**src/rtl/least_loaded_bin_assigner_top_assert.svh**
```systemverilog
// ---------------------------------------------------------------------------
// least_loaded_bin_assigner assertion macros
// concurrent assertion helpers, compiled out when NO_ASSERTIONS is defined
// ---------------------------------------------------------------------------
`ifndef LEAST_LOADED_BIN_ASSIGNER_TOP_ASSERT_SVH
`define LEAST_LOADED_BIN_ASSIGNER_TOP_ASSERT_SVH

`ifndef NO_ASSERTIONS
// same-cycle implication
`define LLBA_ASSERT_IMPL(label, clk, rstn, ante, cons) \
    label: assert property (@(posedge clk) disable iff (!(rstn)) (ante) |-> (cons)) \
        else $error("assertion failed: same-cycle implication");
// next-cycle implication
`define LLBA_ASSERT_NEXT(label, clk, rstn, ante, cons) \
    label: assert property (@(posedge clk) disable iff (!(rstn)) (ante) |=> (cons)) \
        else $error("assertion failed: next-cycle implication");
`else
`define LLBA_ASSERT_IMPL(label, clk, rstn, ante, cons)
`define LLBA_ASSERT_NEXT(label, clk, rstn, ante, cons)
`endif

`endif

```
**src/rtl/llba_pkg.sv**
```systemverilog
// ---------------------------------------------------------------------------
// llba_pkg
// shared widths, constants and sequencer states of the bin assigner
// ---------------------------------------------------------------------------
package llba_pkg;

    localparam int LOAD_W = 32;
    localparam int SIZE_W = 16;
    localparam int BIN_W  = 7;

    localparam logic [LOAD_W-1:0] LOAD_MAX = '1;

    // sequencer states, one-hot
    typedef enum logic [3:0] {
        ST_CLEAR = 4'b0001,
        ST_IDLE  = 4'b0010,
        ST_SCAN  = 4'b0100,
        ST_DONE  = 4'b1000
    } state_t;

endpackage

```
**src/rtl/least_loaded_bin_assigner_top.sv**
```systemverilog
// ---------------------------------------------------------------------------
// least_loaded_bin_assigner_top
// greedy list scheduler: each job goes to the bin with the smallest load
// ---------------------------------------------------------------------------
// flow: after the input transfer ST_SCAN compares the bins in use, then ST_DONE posts the result
// with start_new set: a clear sweep of all MAX_BINS bins, then ST_DONE posts the result
// one job at a time: s_tready stays low until the result is posted;
//   the scan makes one load compare per cycle through the single memory read port
// reset: synchronous active low, then a clearing pass over the whole
//   load memory with s_tready low; bin_count resets to 1
// ---------------------------------------------------------------------------
`include "least_loaded_bin_assigner_top_assert.svh"

module least_loaded_bin_assigner_top #(
    parameter int MAX_BINS = 64
) (
    input  logic       aclk,
    input  logic       aresetn,

    // configuration: bin_count
    input  logic       cfg_we,
    input  logic [6:0] cfg_wdata,   // [6:0] bin_count

    // job input
    input  logic        s_tvalid,
    output logic        s_tready,
    input  logic [15:0] s_tdata,    // [15:0] job_size
    input  logic        s_tuser,    // [0] start_new

    // result output
    output logic       m_tvalid,
    input  logic       m_tready,
    output logic [7:0] m_tdata      // [6:0] bin_chosen, [7] zero
);

    // address width of one bin, counter width that can hold MAX_BINS itself
    localparam int AW = (MAX_BINS > 1) ? $clog2(MAX_BINS) : 1;
    localparam int CW = $clog2(MAX_BINS + 1);

    localparam int LW = llba_pkg::LOAD_W;
    localparam int SW = llba_pkg::SIZE_W;
    localparam int BW = llba_pkg::BIN_W;

    // sequencer and datapath registers
    llba_pkg::state_t state_reg, state_next;
    logic [CW-1:0] idx_reg, idx_next;           // clear sweep / read issue index
    logic [CW-1:0] count_reg, count_next;       // bins in use for this job
    logic          clr_job_reg, clr_job_next;   // clear sweep belongs to a job
    logic          rd_vld_reg, rd_vld_next;     // read data valid next cycle
    logic [AW-1:0] rd_idx_reg, rd_idx_next;     // bin of the data in flight
    logic [AW-1:0] best_reg, best_next;         // running least-loaded bin
    logic [LW-1:0] best_load_reg, best_load_next;
    logic [SW-1:0] size_reg, size_next;
    logic [BW-1:0] bin_count_reg;
    logic          m_valid_reg, m_valid_next;
    logic [BW-1:0] m_data_reg, m_data_next;

    // load memory ports
    logic          mem_we;
    logic [AW-1:0] mem_waddr;
    logic [LW-1:0] mem_wdata;
    logic          mem_re;
    logic [AW-1:0] mem_raddr;
    logic [LW-1:0] mem_rdata;

    // shared compare unit and the saturating add
    logic          cmp_less;
    logic [LW:0]   load_sum;
    logic [LW-1:0] load_new;
    logic [AW:0]   best_p1;
    logic          out_free;
    logic          in_xfer;

    llba_load_ram #(
        .DEPTH (MAX_BINS),
        .AW    (AW)
    ) u_load_ram (
        .aclk  (aclk),
        .we    (mem_we),
        .waddr (mem_waddr),
        .wdata (mem_wdata),
        .re    (mem_re),
        .raddr (mem_raddr),
        .rdata (mem_rdata)
    );

    assign s_tready = (state_reg == llba_pkg::ST_IDLE);
    assign in_xfer  = s_tvalid && s_tready;
    assign m_tvalid = m_valid_reg;
    assign m_tdata  = {1'b0, m_data_reg};

    // result slot can take a new value when empty or being drained
    assign out_free = !m_valid_reg || m_tready;

    // one compare per cycle; the first bin always seeds the minimum
    assign cmp_less = (rd_idx_reg == '0) || (mem_rdata < best_load_reg);

    // load grows by the job size, sticking at the all-ones maximum
    assign load_sum = {1'b0, best_load_reg} + (LW + 1)'(size_reg);
    assign load_new = load_sum[LW] ? llba_pkg::LOAD_MAX : load_sum[LW-1:0];

    // bins are reported counted from 1
    assign best_p1 = {1'b0, best_reg} + (AW + 1)'(1);

    always_comb begin
        state_next     = state_reg;
        idx_next       = idx_reg;
        count_next     = count_reg;
        clr_job_next   = clr_job_reg;
        rd_vld_next    = 1'b0;
        rd_idx_next    = rd_idx_reg;
        best_next      = best_reg;
        best_load_next = best_load_reg;
        size_next      = size_reg;
        m_valid_next   = m_valid_reg && !m_tready;
        m_data_next    = m_data_reg;
        mem_we         = 1'b0;
        mem_waddr      = idx_reg[AW-1:0];
        mem_wdata      = '0;
        mem_re         = 1'b0;
        mem_raddr      = idx_reg[AW-1:0];

        unique case (state_reg)
            llba_pkg::ST_CLEAR: begin
                // zero one bin per cycle over the whole memory
                mem_we   = 1'b1;
                idx_next = idx_reg + CW'(1);
                if (idx_reg == CW'(MAX_BINS - 1)) begin
                    idx_next = '0;
                    if (clr_job_reg) begin
                        // all loads are zero, so the first bin wins
                        clr_job_next   = 1'b0;
                        best_next      = '0;
                        best_load_next = '0;
                        state_next     = llba_pkg::ST_DONE;
                    end else begin
                        state_next = llba_pkg::ST_IDLE;
                    end
                end
            end

            llba_pkg::ST_IDLE: begin
                if (in_xfer) begin
                    size_next = s_tdata;
                    idx_next  = '0;
                    // zero bins count as one, too many as MAX_BINS
                    if (bin_count_reg == '0) begin
                        count_next = CW'(1);
                    end else if (32'(bin_count_reg) > MAX_BINS) begin
                        count_next = CW'(MAX_BINS);
                    end else begin
                        count_next = CW'(bin_count_reg);
                    end
                    if (s_tuser) begin
                        clr_job_next = 1'b1;
                        state_next   = llba_pkg::ST_CLEAR;
                    end else begin
                        state_next = llba_pkg::ST_SCAN;
                    end
                end
            end

            llba_pkg::ST_SCAN: begin
                // issue the next read while the previous one is compared
                if (idx_reg < count_reg) begin
                    mem_re      = 1'b1;
                    rd_vld_next = 1'b1;
                    rd_idx_next = idx_reg[AW-1:0];
                    idx_next    = idx_reg + CW'(1);
                end
                if (rd_vld_reg && cmp_less) begin
                    best_next      = rd_idx_reg;
                    best_load_next = mem_rdata;
                end
                if (idx_reg == count_reg && !rd_vld_reg) begin
                    state_next = llba_pkg::ST_DONE;
                end
            end

            llba_pkg::ST_DONE: begin
                // write back the new load and post the result together
                if (out_free) begin
                    mem_we       = 1'b1;
                    mem_waddr    = best_reg;
                    mem_wdata    = load_new;
                    m_valid_next = 1'b1;
                    m_data_next  = BW'(best_p1);
                    state_next   = llba_pkg::ST_IDLE;
                end
            end

            default: begin
                state_next = llba_pkg::ST_IDLE;
            end
        endcase
    end

    // control registers
    always_ff @(posedge aclk) begin
        if (!aresetn) begin
            state_reg     <= llba_pkg::ST_CLEAR;
            idx_reg       <= '0;
            clr_job_reg   <= 1'b0;
            rd_vld_reg    <= 1'b0;
            m_valid_reg   <= 1'b0;
            bin_count_reg <= BW'(1);
        end else begin
            state_reg   <= state_next;
            idx_reg     <= idx_next;
            clr_job_reg <= clr_job_next;
            rd_vld_reg  <= rd_vld_next;
            m_valid_reg <= m_valid_next;
            if (cfg_we) begin
                bin_count_reg <= cfg_wdata;
            end
        end
    end

    // payload registers
    always_ff @(posedge aclk) begin
        count_reg     <= count_next;
        rd_idx_reg    <= rd_idx_next;
        best_reg      <= best_next;
        best_load_reg <= best_load_next;
        size_reg      <= size_next;
        m_data_reg    <= m_data_next;
    end

    // a result never names bin zero
    `LLBA_ASSERT_IMPL(a_bin_nonzero, aclk, aresetn, m_valid_reg, m_data_reg != '0)

    // one job at a time: no second transfer right after an accepted one
    `LLBA_ASSERT_NEXT(a_one_job, aclk, aresetn, in_xfer, !s_tready)

    // the chosen bin always lies among the bins in use
    `LLBA_ASSERT_IMPL(a_best_in_range, aclk, aresetn,
        state_reg == llba_pkg::ST_DONE, CW'(best_reg) < count_reg)

    // a finished job with a free result slot returns to idle at once
    `LLBA_ASSERT_NEXT(a_done_exit, aclk, aresetn,
        state_reg == llba_pkg::ST_DONE && out_free,
        state_reg == llba_pkg::ST_IDLE && m_valid_reg)

endmodule

```
**src/rtl/llba_load_ram.sv**
```systemverilog
// ---------------------------------------------------------------------------
// llba_load_ram
// bin load storage, one write port and one registered read port
// ---------------------------------------------------------------------------
module llba_load_ram #(
    parameter int DEPTH = 64,
    parameter int AW    = 6
) (
    input  logic                         aclk,
    input  logic                         we,
    input  logic [AW-1:0]                waddr,
    input  logic [llba_pkg::LOAD_W-1:0]  wdata,
    input  logic                         re,
    input  logic [AW-1:0]                raddr,
    output logic [llba_pkg::LOAD_W-1:0]  rdata
);

    logic [llba_pkg::LOAD_W-1:0] mem [DEPTH];
    logic [llba_pkg::LOAD_W-1:0] rdata_reg;

    always_ff @(posedge aclk) begin
        if (we) begin
            mem[waddr] <= wdata;
        end
    end

    always_ff @(posedge aclk) begin
        if (re) begin
            rdata_reg <= mem[raddr];
        end
    end

    assign rdata = rdata_reg;

endmodule

```
**config.mk**
```make
export PLATFORM = sky130hd
export DESIGN_NAME = least_loaded_bin_assigner_top
export DESIGN_NICKNAME = d
export VERILOG_FILES = /design/src/rtl/llba_pkg.sv /design/src/rtl/least_loaded_bin_assigner_top.sv /design/src/rtl/llba_load_ram.sv
export VERILOG_INCLUDE_DIRS = /design/src /design/src/rtl
export SDC_FILE = /design/constraint.sdc
export NUM_CORES = 2
export LEC_CHECK = 0
export BUFFER_PORTS_ARGS = -buffer_cell sky130_fd_sc_hd__buf_4
export CORE_MARGIN = 2
export CORE_UTILIZATION = 30
export CTS_CLUSTER_DIAMETER = 50
export DETAILED_ROUTE_END_ITERATION = 7
export PLACE_DENSITY = 0.44
export SYNTH_ARGS = -nofsm -noshare
export SYNTH_HDL_FRONTEND = slang
export SYNTH_SLANG_ARGS = --single-unit
export TNS_END_PERCENT = 10
```
**constraint.sdc**
```tcl
create_clock -name aclk -period 10.7 [get_ports aclk]
set_input_delay 2.14 -clock aclk [delete_from_list [all_inputs] [get_ports aclk]]
set_output_delay 2.14 -clock aclk [all_outputs]
set_load 0.02 [all_outputs]
```
==> impl_metrics.py <==
metrics = {
    "clock_tree": {
        "hold_buffers": 0,
        "htree_levels": 5,
        "cts_sinks": 2175,
        "clk_pin_slew_ns": 0.05,
        "clk_path_buf_depth": 4,
        "cts_setup_buffers": 0,
        "cts_root_buf": "clkbuf_16",
        "ctsResizeCount": 0,
        "tritoncts": "yes",
        "clkLatencyLatePin_ns": 0.88,
        "numCtsBuffers": 292,
    },
    "pwr": {
        "finalPower_mw": 21.32,
        "powerDensity_nw_per_um2": 212.7,
        "internal-power_mw": 16.07,
        "swShare_pct": 24.62,
        "total_leakage_power_nw": 25.43,
        "max-vdd-ir-drop_mv": 0.1479,
        "p_sw_mw": 5.249,
        "power_frac_comb_pct": 11.2,
        "p_seq_share_pct": 44.6,
        "clockPowerShare_pct": 44.1,
    },
    "worst_setup_path": {
        "crit_buf_inv": 1,
        "cp_slowest_cell": "nor3b_2",
        "worstPathCellList": "ha_1 > fa_1 > a211o_1 > a21oi_1 > o21bai_1 > a21oi_1 > nor2_1 > nand4_1 > nor3b_2 > buf_4",
        "cpMostUsedCell": "a21oi_1",
        "cp_max_fo": 48,
        "reg2reg_to": "u_load_ram.mem[20][30]",
        "required_ns": 11.24,
        "reg2reg_depth": 10,
        "start_kind": "flop",
        "crit_type": "flop to flop",
        "cp_slowest_stage_delay_ns": 0.98,
        "r2r_slack_ns": 5.68,
        "endpoint_kind": "flop",
        "crit_arrival_ns": 5.56,
        "r2r_start": "best_load_reg[0]",
        "cp_top_family": "compound AO/OA/AOI/OAI gates",
    },
    "grt": {
        "grt_use_total_pct": 16.93,
        "grt_overflow": 0,
        "grt_max_degree": 128,
        "grt_pass1_wl_mm": 337.6,
        "grt_pass1_vias": 39970,
        "antenna_found_initial": 31,
    },
    "floorplan": {
        "start_util_pct": 30.10,
        "rows": 195,
        "die_h_microns": 535.7,
        "design.die.area_sq_um": 287000,
        "die_w_microns": 535.7,
        "boundaryPins": 39,
        "coreArea_sq_um": 281800,
    },
    "finish": {
        "final_area_sq_um": 100200,
        "largest_reg_flops": 2048,
        "area_growth_pct": 18.18,
        "final_common_cell": "edfxtp_1",
        "drive_gt1_share_pct": 32.48,
        "nNetsFinal": 4026,
        "mostFrequentLayoutCells": "edfxtp_1 (2,154), mux4_2 (652), clkbuf_16 (297), buf_4 (150), nor2_4 (65)",
    },
    "timing": {
        "finClkSkew_ns": 0.06956,
        "fin_setup_tns_ns": 0,
        "timing.final.crit_share_pct": 46.90,
        "slew_violations": 0,
        "hold_viol_final": 0,
        "max_freq_mhz": 199.3,
        "grt_setup_unrepaired": "no",
        "worst_slack_ns": 5.681,
        "setup_violations": 0,
        "max_slew_margin_pct": 16.87,
        "period_needed_ns": 5.019,
        "worst_slew_pin_slew_ns": 1.241,
    },
    "placed_design": {
        "globalplace.congestion": 0.8396,
        "dp_slack_ns": 4.891,
        "io_buffers": 37,
        "place_area_sq_um": 90860,
        "hpwlAfterDp_mm": 145.5,
    },
    "synth": {
        "synthCells": 3669,
        "synthFlopType": "edfxtp_1",
        "synth_async_sr_flop_share_pct": 0,
        "yosysWarnings": 0,
        "synth_fp_nets": 3755,
        "synth.avg_cell_area_sq_um": 23.12,
        "yosysSeqAreaShare_pct": 76.76,
        "synth-seq-cells": 2175,
        "synth-edff-count": 2154,
        "synth_area_sq_um": 84810,
        "synth_cell_types": 63,
    },
    "route": {
        "wl_per_cell_microns": 30.90,
        "ant_nets": 0,
        "vias": 39570,
        "drt_iter0_drc": 4238,
        "dr.pass1.iters": 5,
        "viasPerCell": 5.001,
        "drc": 0,
        "wirelength_mm": 244.5,
    },
    "hold_path": {
        "hold_end": "clr_job_reg",
        "min_from": "clr_job_reg",
        "min_path_type": "flop to flop",
        "hold_depth": 2,
    },
    "outcome": {
        "outcome": "finished, final reports clean",
    },
    "job": {
        "maxCapViolations": 0,
    },
}
-- cell usage after synthesis, types with 7 or more instances --
master,instances,share of area (%)
clkbuf_1,84,0.37
nand2_1,44,0.19
buf_1,26,0.12
buf_2,57,0.34
nor3_1,15,0.089
ha_1,56,0.83
a211oi_1,11,0.097
nand2b_1,9,0.066
o21a_1,7,0.062
xor2_1,11,0.11
a21o_1,21,0.19
dfxtp_1,21,0.50
a31oi_1,7,0.052
mux2i_1,30,0.35
xnor2_1,13,0.13
nor2b_1,24,0.18
nand3_1,21,0.12
mux4_2,652,17
nand4_1,13,0.096
o21ai_0,37,0.22
edfxtp_1,2154,76
a21oi_1,65,0.38
buf_4,10,0.089
and2_1,44,0.32
inv_1,49,0.22
nor2_1,100,0.44
-- worst max-delay path by stage --
stage | to | from | slack (ns) | cells after the start
6_report | u_load_ram.mem[20][30] | best_load_reg[0] | 5.68 | 10
5_1_grt | u_load_ram.mem[20][30] | best_load_reg[0] | 5.40 | 10
4_1_cts | u_load_ram.mem[22][30] | best_load_reg[0] | 5.73 | 10
3_5_place_dp | u_load_ram.mem[3][20] | m_tready | 4.89 | 10
3_3_place_gp | u_load_ram.mem[2][27] | m_tready | 4.84 | 10
2_1_floorplan | u_load_ram.mem[0][27] | m_tready | 4.36 | 5
-- through the flow --
step           std cells  hold WS [ns]  utilization (%)
2_1_floorplan       3669        0.4314                -
3_3_place_gp        7389        0.4976            32.24
3_5_place_dp        7389        0.4911            32.24
4_1_cts             7899        0.4994            35.56
5_1_grt             7902        0.5244            35.56
6_report            7913        0.4991            35.57
-- power groups by stage --
| stage | clock, mW | sequential (mW) | combinational (mW) |
|---|---|---|---|
| 2_1_floorplan | 0 | 9.64 | 1.60 |
| 3_3_place_gp | 0 | 9.69 | 2.48 |
| 3_5_place_dp | 0 | 9.69 | 2.48 |
| 4_1_cts | 9.63 | 9.52 | 2.48 |
| 5_1_grt | 9.97 | 9.53 | 2.53 |
| 6_report | 9.41 | 9.52 | 2.39 |
-- cells by family after synthesis --
logic type	Yosys count	share of synthesized area, %
XOR/XNOR	24	0.2478
multiplexers	688	17.75
adder cells (fa/ha/maj)	57	0.8497
flip-flops	2175	76.76
AO/OA/AOI/OAI	189	1.403
other	1	0.004422
AND/OR/NAND/NOR	304	1.801
buffers and inverters	231	1.186
-- tightest hold or removal path: stages (launching register included) --
cell and delay, ns:
dfxtp_1 0.33, nand2_1 0.06, a21boi_0 0.06
-- final cells by class --
type | count | area, sq um
fillers | 25890 | 181600
repair buffers | 158 | 1286
multi-input cells | 1263 | 19580
diodes | 14 | 35.03
clock inverters | 171 | 1734
inverters | 50 | 187.7
flip-flops and latches | 2175 | 65130
well taps | 3743 | 4683
clock buffers | 339 | 7600
-- routing by layer --
layer	up-vias	wire length (microns)	GRT usage, %
met5	-	13	0
met4	2	8166	5.421
met3	342	13370	2.732
met2	1079	113400	26.22
met1	21848	109500	24.38
li1	16299	-	-
No activity file was read; power rests on OpenSTA's default activity.
